==> config.mk <==
export PLATFORM = sky130hd
export DESIGN_NAME = cau_sqrt
export DESIGN_NICKNAME = d
export VERILOG_FILES = /design/src/hdl/assert_macros.svh /design/src/hdl/cau_pkg.sv /design/src/hdl/cau_sqrt.sv
export SDC_FILE = /design/constraint.sdc
export NUM_CORES = 1
export LEC_CHECK = 0
export BUFFER_PORTS_ARGS = -buffer_cell sky130_fd_sc_hd__clkbuf_2
export CORE_ASPECT_RATIO = 1.5
export CORE_MARGIN = 3
export CORE_UTILIZATION = 50
export CTS_CLUSTER_DIAMETER = 40
export CTS_CLUSTER_SIZE = 25
export DETAILED_ROUTE_END_ITERATION = 16
export PLACE_DENSITY_LB_ADDON = 0.05
export SKIP_CTS_REPAIR_TIMING = 1
export SYNTH_ARGS = -nofsm -noshare
export SYNTH_HDL_FRONTEND = slang
export SYNTH_SLANG_ARGS = --single-unit
==> constraint.sdc <==
create_clock -name i_clk -period 4.3 [get_ports i_clk]
set_clock_uncertainty 0.05 [all_clocks]
set_input_delay 0.43 -clock i_clk [delete_from_list [all_inputs] [get_ports i_clk]]
set_output_delay 0.43 -clock i_clk [all_outputs]
set_load 0.02 [all_outputs]
==> src/hdl/assert_macros.svh <==
// Assertion helpers for the RTL.
`ifndef ASSERT_MACROS_SVH
`define ASSERT_MACROS_SVH

// Checked on every rising clock edge outside reset.
`define CAU_ASSERT(lbl, clk, rst_n, prop, msg) \
    lbl: assert property (@(posedge clk) disable iff (!(rst_n)) (prop)) else $error(msg);

// Checked on every rising clock edge, reset included.
`define CAU_ASSERT_ALWAYS(lbl, clk, prop, msg) \
    lbl: assert property (@(posedge clk) (prop)) else $error(msg);

`endif

==> src/hdl/cau_pkg.sv <==
`default_nettype none
package cau_pkg;

    localparam int DATA_WIDTH   = 16;
    localparam int FRAC_BITS_DEF = 12;

    typedef enum logic [2:0] {
        MODE_ADD = 3'd0,
        MODE_SUB = 3'd1,
        MODE_MUL = 3'd2,
        MODE_DIV = 3'd3,
        MODE_MAG = 3'd4
    } t_mode;

    typedef struct packed {
        logic [2:0]                   mode;
        logic signed [DATA_WIDTH-1:0] a_re;
        logic signed [DATA_WIDTH-1:0] a_im;
        logic signed [DATA_WIDTH-1:0] b_re;
        logic signed [DATA_WIDTH-1:0] b_im;
    } t_in_req;

    typedef struct packed {
        logic signed [DATA_WIDTH-1:0] res_re;
        logic signed [DATA_WIDTH-1:0] res_im;
        logic                         overflow;
        logic                         divide_by_zero;
    } t_out_req;

endpackage
`default_nettype wire

==> src/hdl/cau_sqrt.sv <==
`default_nettype none
// Digit-by-digit integer square root, one root bit per stage.
module cau_sqrt (
    input  wire logic                             i_clk,
    input  wire logic                             i_en,
    input  wire logic [2*cau_pkg::DATA_WIDTH-1:0] i_n,
    output logic [cau_pkg::DATA_WIDTH-1:0]        o_root
);
    localparam int W  = cau_pkg::DATA_WIDTH;
    localparam int RW = 2 * W + 1;

    logic [RW-1:0] r_rem  [W-1];
    logic [W-1:0]  r_root [W];

    for (genvar s = 0; s < W; s++) begin : g_st
        localparam int I = W - 1 - s;
        logic [RW-1:0] rem_in;
        logic [RW-1:0] term;
        logic [W-1:0]  root_in;
        logic          take;

        if (s == 0) begin : g_first
            assign rem_in  = RW'(i_n);
            assign root_in = '0;
        end else begin : g_next
            assign rem_in  = r_rem[s-1];
            assign root_in = r_root[s-1];
        end

        // (r + 2^i)^2 - r^2
        assign term = (RW'(root_in) << (I + 1)) + (RW'(1) << (2 * I));
        assign take = rem_in >= term;

        always_ff @(posedge i_clk) begin
            if (i_en) begin
                r_root[s] <= take ? (root_in | (W'(1) << I)) : root_in;
            end
        end

        if (s < W - 1) begin : g_carry
            always_ff @(posedge i_clk) begin
                if (i_en) begin
                    r_rem[s] <= take ? (rem_in - term) : rem_in;
                end
            end
        end
    end

    assign o_root = r_root[W-1];

endmodule
`default_nettype wire

== Word-level counts from Yosys, hierarchy flattened ==
Memories as Yosys holds them, arrays and structs flattened.
Index checks and enable logic that the tools add are counted.
Storage, ports and cells
  flip-flop bits (word level): 0
  input port bits: 34
  RAM bits: 751
  word-level logic and storage cells: 81
  memories: 2
Operators by class
  $add $sub $neg: 30
  order comparisons: 16
  multiplexer cells: 33
Memory list
  r_rem: words 15, bits a word 33, rd ports 15, clocked after Yosys merged registers in 0, wr ports 15, line cau_sqrt.sv:12  | logic [RW-1:0] r_rem [W-1];
  r_root: words 16, bits a word 16, rd ports 16, clocked after Yosys merged registers in 0, wr ports 16, line cau_sqrt.sv:13  | logic [W-1:0] r_root [W];
Operator list (count)
  two-way mux 33 bit: 15
  greater-or-equal comparator 33 x 18 -> 1 bit: 1
  greater-or-equal comparator 33 x 19 -> 1 bit: 1
  greater-or-equal comparator 33 x 20 -> 1 bit: 1
  greater-or-equal comparator 33 x 21 -> 1 bit: 1
  greater-or-equal comparator 33 x 22 -> 1 bit: 1
  greater-or-equal comparator 33 x 23 -> 1 bit: 1
  greater-or-equal comparator 33 x 24 -> 1 bit: 1
  greater-or-equal comparator 33 x 25 -> 1 bit: 1
  greater-or-equal comparator 33 x 26 -> 1 bit: 1
  greater-or-equal comparator 33 x 27 -> 1 bit: 1
  greater-or-equal comparator 33 x 28 -> 1 bit: 1
  greater-or-equal comparator 33 x 29 -> 1 bit: 1
  greater-or-equal comparator 33 x 30 -> 1 bit: 1
  greater-or-equal comparator 33 x 31 -> 1 bit: 1
  greater-or-equal comparator 33 x 32 -> 1 bit: 1
  subtractor 32 x 31 -> 33 bit (second input constant): 1
  subtractor 33 x 19 -> 33 bit: 1
  subtractor 33 x 20 -> 33 bit: 1
  subtractor 33 x 21 -> 33 bit: 1
  subtractor 33 x 22 -> 33 bit: 1
  subtractor 33 x 23 -> 33 bit: 1
  subtractor 33 x 24 -> 33 bit: 1
  subtractor 33 x 25 -> 33 bit: 1
  39 further kinds: 41

== Longest topological paths before layout ==
Gate-level depths: netlist of the first run.
An unclocked memory read counts as a cell.
  word-level depth: 4
  gate-level depth with buffers: 12
  mapped depth without buffers: 10

== Least setup slack after synthesis of the first run ==
OpenSTA, ideal clock, no wires.
  path type: register to register
  start point: memory r_rem[12][8] (netlist name)
  end point: memory r_rem[13][11] (netlist name) (data pin)
  setup time: 260 ps
  arrival time: 2597 ps
  buffers on the path: 1
  slack: 1393 ps
  period minus slack after synthesis: 2907 ps
  stages on the path, launching flop included: 10
  path through: edfxtp_1 > ha_1 > or4b_1 > or3_1 > o31ai_1 > nor2_1 > o31a_1 > inv_2 > buf_2 > mux2_2
RTL lines (line)
  start: declaration: cau_sqrt.sv:12

==> flow_results.org, run 1 <==
** Outcome
- Outcome :: finished, final reports clean

** Pwr
- Power density cells :: 499 nW/um2
- Leakage power figure :: ~13 nW
- Worst vdd ir :: 0.000536 V
- Total chip power :: about 17 mW

** STA
- Dividing the final minimum period by the clock period gives 0.855.
- Timing would allow up to around 270 MHz.
- In this run the tightest slew margin relative to its limit is 0.349.
- Accumulated negative setup slack :: 0 ps
- At the pin with the least slew margin, the transition time is 967 ps.
- The number of slew-limit violations in the final report is 0.
- Number of hold violations in the final report :: 0
- RSZ-0062 raised after global routing :: no
- Setup violation total in the final timing report :: 0
- Tmin final :: between 3000 and 4000 ps

** Global routing
- Number of global-route vias before repair :: about 20000
- Global-route wire length before repair :: 109000 um
- Aggregate global routing overflow :: 0
- Entering global routing, the biggest net connects approximately 100 pins.
- All-layer global routing usage :: 0.229
- The initial antenna violation count came to 0.

** Floorplan
- Core Area :: between 50000 and 60000 um2
- Die outline area :: 63100 um2
- The floorplan has 109 rows.
- For this configuration, the core starts out at a cell density of 0.508.
- From left edge to right edge, the die measures slightly above 200 um.
- # IOs :: 50
- Die height :: approximately 300 um

** Setup path
- Dominant delay contributor by cell family on the critical path :: compound AO/OA/AOI/OAI gates
- STA classifies the critical path endpoint as a flip-flop.
- The worst setup path is of the reg -> reg kind.
- Cell with the largest stage delay on the worst path :: sky130_fd_sc_hd__a211oi_1
- The critical path goes through ha_1 -> o21ai_0 -> a211oi_1 -> a22oi_1 -> o21ai_0 -> a21oi_1 -> inv_2 -> mux2_2.
- At the worst endpoint, the arrival time is about 4000 ps.
- The most numerous cell type found on the critical path is sky130_fd_sc_hd__o21ai_0.
- The number of buffers and inverters on the critical path is 1.
- Longest individual stage delay on the worst path :: roughly 670 ps
- Startpoint kind of the worst setup timing path :: flip-flop
- Of all nets on the critical path, the largest fanout is 28.
- Worst Path Required :: 4610 ps

** Detailed routing
- Post-detailed-route count of antenna-violating nets :: 0
- Summed over all layers, the routed wires come to 71800 um.
- The first detailed-routing pass ran for 5 iterations.
- Via-per-instance ratio :: 5.69
- Detailed routing inserted a total of 18800 vias.
- The first routing iteration left 926 violations.
- In the routed design, unresolved DRC markers number 0.
- After detailed routing, the average wire length per cell comes to roughly 22 um.

** Placed design
- The wire-length estimate of the detail-placed layout is around 54000 um.
- I/O Buffers :: 49
- The congestion estimate from routability-driven global placement came to between 0.9 and 1.
- Instance area after placement :: between 30000 and 40000 um2

** Clock tree
- Clock tree from TritonCTS :: yes
- The H-tree generated during clock tree synthesis spans 3 levels.
- At the later pin of the worst-skew pair, clock insertion delay measures between 600 and 700 ps.
- Number of clock buffers inserted by TritonCTS :: slightly above 70
- Clock tree synthesis found a total of 631 sinks.
- Maximum number of buffers from clock root to sink :: 3
- Master cell of the clock root buffer :: sky130_fd_sc_hd__clkbuf_16
- Clock-pin slew was measured on the worst setup and hold paths at ~70 ps.

** Synth
- Share of async-settable or async-resettable flops after synthesis :: 0
- Synthesis produced a netlist with a net count of ~2500.
- Register area share after synthesis :: 0.631
- Number of synthesized flops with an enable pin :: 631
- Yosys mapped the design onto 80 distinct sky130hd cell types.
- In this run the cell area of the synthesized design comes to around 30000 um2.
- In the synthesized netlist the dominant register cell turns out to be sky130_fd_sc_hd__edfxtp_1.
- The cell count after synthesis came out at approximately 2300.
- Sorting the synthesized cells by how often they occur yields sky130_fd_sc_hd__edfxtp_1 (631), sky130_fd_sc_hd__inv_1 (190), sky130_fd_sc_hd__ha_1 (150).
- Most instantiated library cell after synthesis :: sky130_fd_sc_hd__edfxtp_1
- During synthesis, Yosys emitted a total of 0 warnings.
- In this run, synthesis produced a sequential element count of approximately 630.
- By area the synthesized netlist is led by sky130_fd_sc_hd__edfxtp_1 (63%), sky130_fd_sc_hd__ha_1 (6.2%), sky130_fd_sc_hd__xor2_1 (3.0%).
- Of the post-synthesis cell area, the dominant cell type holds 0.631.
- A synthesized cell averages 13.0 um2.
- Cell taking the most area after synthesis :: sky130_fd_sc_hd__edfxtp_1

** Finish
- Final cell area excluding filler cells :: 34300 um2
- The number of antenna diodes in the final layout is 0.
- Fraction of final layout cells with drive strength greater than 1 :: 0.103
- The net count of the finished layout is about 2700.
- From synthesis to final layout, the design area changed by 14.1%.
- Fill cells :: 4744

** Run
- Max-cap violations in this run came to 0.

** Worst hold path
- The path class of the tightest hold or removal check is in -> reg.
==> cell type report <==
cell class | count | area (um2) | area share
inverter | 193 | 724 | 0.0211
timing repair buffer | 109 | 853 | 0.0249
tap | 777 | 972 | 0.0284
sequential | 631 | 18900 | 0.553
clock inverter | 56 | 666 | 0.0194
clock buffer | 75 | 1880 | 0.0548
multi-input combinational | 1462 | 10200 | 0.299
==> cell families after synthesis <==
group / Yosys count / share of synthesized area
compound gates: 414 / 0.0891
xor+xnor: 198 / 0.0577
fa+ha+maj: 150 / 0.0625
buf+inv: 227 / 0.0290
flops: 631 / 0.631
mux: 23 / 0.00833
simple gates: 677 / 0.123
==> flip-flops by register name, indices dropped and copies added, names as in the netlist <==
register,flops
r_root,136
r_rem,495
==> through the flow <==
step	cells	worst slack, ps	utilization	hold slack, ps
2_1_floorplan	2320	1390	-	367
3_3_place_gp	3143	784	0.531	375
3_5_place_dp	3143	712	0.531	378
5_1_grt	3303	380	0.579	5.68
6_report	3303	624	0.579	27.0
4_1_cts	3274	682	0.574	-91.9
==> path summary, 6_finish.rpt <==
path            startpoint       endpoint  slack [ps]  cells after the start
max reg2reg   r_rem[13][4]   r_rem[14][6]         620                      8
max           r_rem[13][4]   r_rem[14][6]         620                      8
min                i_n[13]   r_rem[0][13]          30                      1
min reg2reg  r_root[8][15]  r_root[9][15]         390                      0
==> worst register-to-register path, stage by stage, from the launching register on <==
cell and delay, ps:
sky130_fd_sc_hd__edfxtp_1 390, sky130_fd_sc_hd__ha_1 350, sky130_fd_sc_hd__o21ai_0 140, sky130_fd_sc_hd__a211oi_1 670
sky130_fd_sc_hd__a22oi_1 360, sky130_fd_sc_hd__o21ai_0 400, sky130_fd_sc_hd__a21oi_1 180, sky130_fd_sc_hd__inv_2 470
sky130_fd_sc_hd__mux2_2 410
==> per-layer routing <==
metal,vias to the layer above,global-route usage,share of wire,routed length [um]
met4,0,0.137,0.062,4450
met1,9210,0.169,0.28,19900
met2,365,0.510,0.63,45600
met5,-,0,0,0
met3,165,0.0277,0.026,1840
li1,9066,-,-,-
==> power by group <==
group          switching, mW  internal, mW
clock network           2.78          3.64
logic                   1.48          1.04
registers              0.534          7.63
==> placed cells by master (no fill, tap or decap), types with 48 or more instances in the layout <==
cell,count
sky130_fd_sc_hd__clkbuf_2,48
sky130_fd_sc_hd__inv_1,190
sky130_fd_sc_hd__clkbuf_16,75
sky130_fd_sc_hd__nor3_1,88
sky130_fd_sc_hd__ha_1,150
sky130_fd_sc_hd__xnor2_1,94
sky130_fd_sc_hd__a21oi_1,104
sky130_fd_sc_hd__nor2_1,123
sky130_fd_sc_hd__nor4_1,83
sky130_fd_sc_hd__xor2_1,104
sky130_fd_sc_hd__edfxtp_1,631
sky130_fd_sc_hd__o21ai_0,116
sky130_fd_sc_hd__nand2_1,117
(Power assumes the default switching activity.)
==> inputs of run 2 (changes only) <==
==> constraint.sdc (replaced) <==
create_clock -name i_clk -period 4.3 [get_ports i_clk]
set_clock_uncertainty 0.05 [all_clocks]
set_input_delay 0.215 -clock i_clk [delete_from_list [all_inputs] [get_ports i_clk]]
set_output_delay 0.215 -clock i_clk [all_outputs]
set_load 0.02 [all_outputs]
==> run 2 against run 1 <==
Non-clock buffer count up 1. Sequential power about the same. Clock-buffer cell count up 9. Flip-flop and latch count unchanged. Clock power down 4.2%. Critical path type unchanged. First-iteration DRC count down 3.7%. Combinational power about the same. Die area unchanged.
==> flow_results.org, run 2 (synthesis gave the netlist of run 1 again) <==
** Outcome
- The flow ran to the end, and the final reports show no timing, DRC or antenna violations.

** Floorplan
- After floorplanning, the core was divided into 109 placement rows.
- The die covers 63100 um2.
- From bottom edge to top edge, the die measures 306 um.
- Core Area :: between 50000 and 60000 um2
- Effective utilization at floorplan :: 0.508
- In this run the horizontal extent of the chip is 206 um.
- For this design the top-level I/O count stands at 50.

** Detailed routing
- The final layout contains routed wiring with a total length of just over 70000 um.
- Post-detailed-route count of antenna-violating nets :: 0
- In the routed design, unresolved DRC markers number 0.
- After detailed routing, the average wire length per cell comes to roughly 22 um.
- DRT Pass-1 Iters :: 5
- The detailed router finished its first iteration with between 800 and 900 violations.
- Vias :: approximately 19000
- Dividing the detail-routed via count by the number of cells gives approximately 5.7.

** Setup path
- Cell with the largest stage delay on the worst path :: sky130_fd_sc_hd__a211oi_1
- For this run, the slowest stage of the critical path takes roughly 630 ps.
- Startpoint kind of the worst setup timing path :: flip-flop
- Worst path arrival time :: approximately 4000 ps
- The cell that appears most often on the critical path is sky130_fd_sc_hd__o21ai_0.
- Worst-path fanout max :: 28
- STA classifies the critical path endpoint as a flip-flop.
- In this run the register-to-register setup slack is between 600 and 700 ps.
- The critical path is of the reg -> reg type.
- For the worst setup path, the data required time is ~4600 ps.
- Number of buffers and inverters on the critical path :: 1
- Dominant delay contributor by cell family on the critical path :: compound AO/OA/AOI/OAI gates
- Critical Path, Cell by Cell :: ha_1 -> o21ai_0 -> a211oi_1 -> a22oi_1 -> o21ai_0 -> a21oi_1 -> inv_2 -> mux2_2

** Clock tree
- Clock tree synthesis inserted a total of 71 buffers.
- Maximum number of buffers from clock root to sink :: 3
- The clock tree synthesis step divided the H-tree into 3 levels.
- Clock latency on the worst-skew pair, taken at its later pin, is 620 ps.
- Clock tree synthesis found a total of between 600 and 700 sinks.
- After clock tree synthesis, the clock-pin slew on the worst setup and hold paths is 70 ps.
- Master cell of the clock root buffer :: sky130_fd_sc_hd__clkbuf_16
- Clock tree from TritonCTS :: yes

** STA
- Adding up every negative setup slack in the final design gives 0 ps.
- Of the available clock period, the critical path in the final layout requires 0.859.
- Tightest Pin Transition :: between 1000 and 1500 ps
- The number of endpoints with negative hold slack in the final report was 0.
- RSZ-0062 raised after global routing :: no
- Setup violations remaining at the end of the flow were counted as 0.
- Tmin final :: about 3700 ps
- In this run the tightest slew margin relative to its limit is 0.318.
- Fmax achieved :: around 270 MHz
- The number of slew-limit violations in the final report came to 0.

** Pwr
- VDD sags by at most approximately 0.00040 V.
- The internal portion of the total power is around 12 mW.
- Combinational cell fraction of total power :: 0.150
- The analysis attributes to cell leakage a power of 12.7 nW.
- The completed layout was analyzed and its total power is 16.8 mW.
- Switching share of power :: 0.274
- Switching component of the power :: 4.62 mW
- Of the total power, registers draw 0.484.
- For this design the ratio of total power to cell area is between 400 and 500 nW/um2.
- Of the total power, the clock network draws 0.366.

** Global routing
- For met3 alone, demand over resource in global routing was 0.0339.
- Number of global-route vias before repair :: a little under 20000
- Pin count of the biggest net entering global routing :: ~110
- In the global route stage, overall resource usage came out at 0.225.
- Aggregate global routing overflow :: 0
- Met2 global-route usage :: 0.492
- Gr busiest metal :: met2
- Global-route wire length before repair :: roughly 110000 um
- The initial antenna violation count was 1.
- In the global route stage, met1 resource usage came out at 0.166.

** Finish
- For this run, the post-layout net count is between 2000 and 3000.
- Flip-flop count of the largest register, all copies and words added :: just under 500
- The largest registers in the layout are r_rem x495, r_root x136.
- More flip-flops sit in one register than any other, and that register is r_rem.
- Fill cells :: ~4700
- Final cell area excluding filler cells :: approximately 34000 um2
- Fraction of final layout cells with drive strength greater than 1 :: 0.0973
- Commonest non-fill, non-tap cell in the layout :: sky130_fd_sc_hd__edfxtp_1
- In the layout the commonest cells are sky130_fd_sc_hd__edfxtp_1 (631), sky130_fd_sc_hd__inv_1 (190), sky130_fd_sc_hd__ha_1 (150).
- The area growth from synthesis to layout is 13.7%.

** Placed design
- After detailed placement, the total cell area comes to approximately 31000 um2.
- Port buffering added 49 buffers.
- Detailed placement ended at an HPWL of 54000 um.
- Routability-driven placement finished with a final weighted congestion of ~0.92.

** Worst hold path
- The min-delay analysis places its worst path in the category in -> reg.

** Run
- Reported max-cap violation count :: 0
## run 2: changes by cell type in the layout (fill, tap and decap cells not counted), sizes merged
| cell | previous run | this run |
|---|---|---|
| clkbuf | 123 | 132 |
| inv | 217 | 210 |
| dlygate4sd3 | 29 | 31 |
| buf | 32 | 31 |
| clkinv | 23 | 22 |
| clkinvlp | 4 | 3 |
| diode | 0 | 1 |
## run 2: power groups by stage
stage	Sequential (mW)	Combinational, mW	Clock, mW
2_1_floorplan	8.04	1.76	0
3_3_place_gp	8.28	2.45	0
3_5_place_dp	8.29	2.50	0
4_1_cts	8.16	2.51	6.30
5_1_grt	8.22	2.79	6.55
6_report	8.16	2.52	6.16
## run 2: final cells by class
cell class / count / area [um2] / share of cell area
Clock inverter: 47 / 514 / 0.0151
Timing Repair Buffer: 110 / 866 / 0.0254
Clock buffer: 84 / 1890 / 0.0553
Antenna cell: 1 / 2.50 / 0.0000733
Tap cell: 777 / 972 / 0.0285
Sequential cell: 631 / 18900 / 0.555
Multi-Input combinational cell: 1462 / 10200 / 0.300
Inverter: 193 / 724 / 0.0212
## run 2: path summary, 6_finish.rpt
kind / from / to / depth (start not counted)
worst min-delay path: i_n[30] / r_rem[0][30] / 3
worst max register to register: r_rem[13][4] / r_rem[14][6] / 8
worst max-delay path: r_rem[13][4] / r_rem[14][6] / 8
worst min register to register: r_rem[4][1] / r_rem[5][1] / 0
## run 2: metrics by stage
stage	setup WS (ps)	std cells	hold WS, ps	util
6_report	606	3305	3.60	0.577
5_1_grt	405	3304	15.0	0.577
4_1_cts	648	3273	-292	0.572
3_5_place_dp	683	3142	359	0.531
3_3_place_gp	781	3142	359	0.531
2_1_floorplan	1390	2320	264	-
## run 2: routing by layer
metal,share of wire,vias up
met5,0,-
met3,0.027,189
li1,-,9085
met2,0.62,372
met4,0.067,0
met1,0.28,9187
## run 2: worst register-to-register path, stage by stage (launching register included)
cell and delay (ps):
sky130_fd_sc_hd__edfxtp_1 400, sky130_fd_sc_hd__ha_1 360, sky130_fd_sc_hd__o21ai_0 150, sky130_fd_sc_hd__a211oi_1 640, sky130_fd_sc_hd__a22oi_1 360, sky130_fd_sc_hd__o21ai_0 400
sky130_fd_sc_hd__a21oi_1 180, sky130_fd_sc_hd__inv_2 490, sky130_fd_sc_hd__mux2_2 420
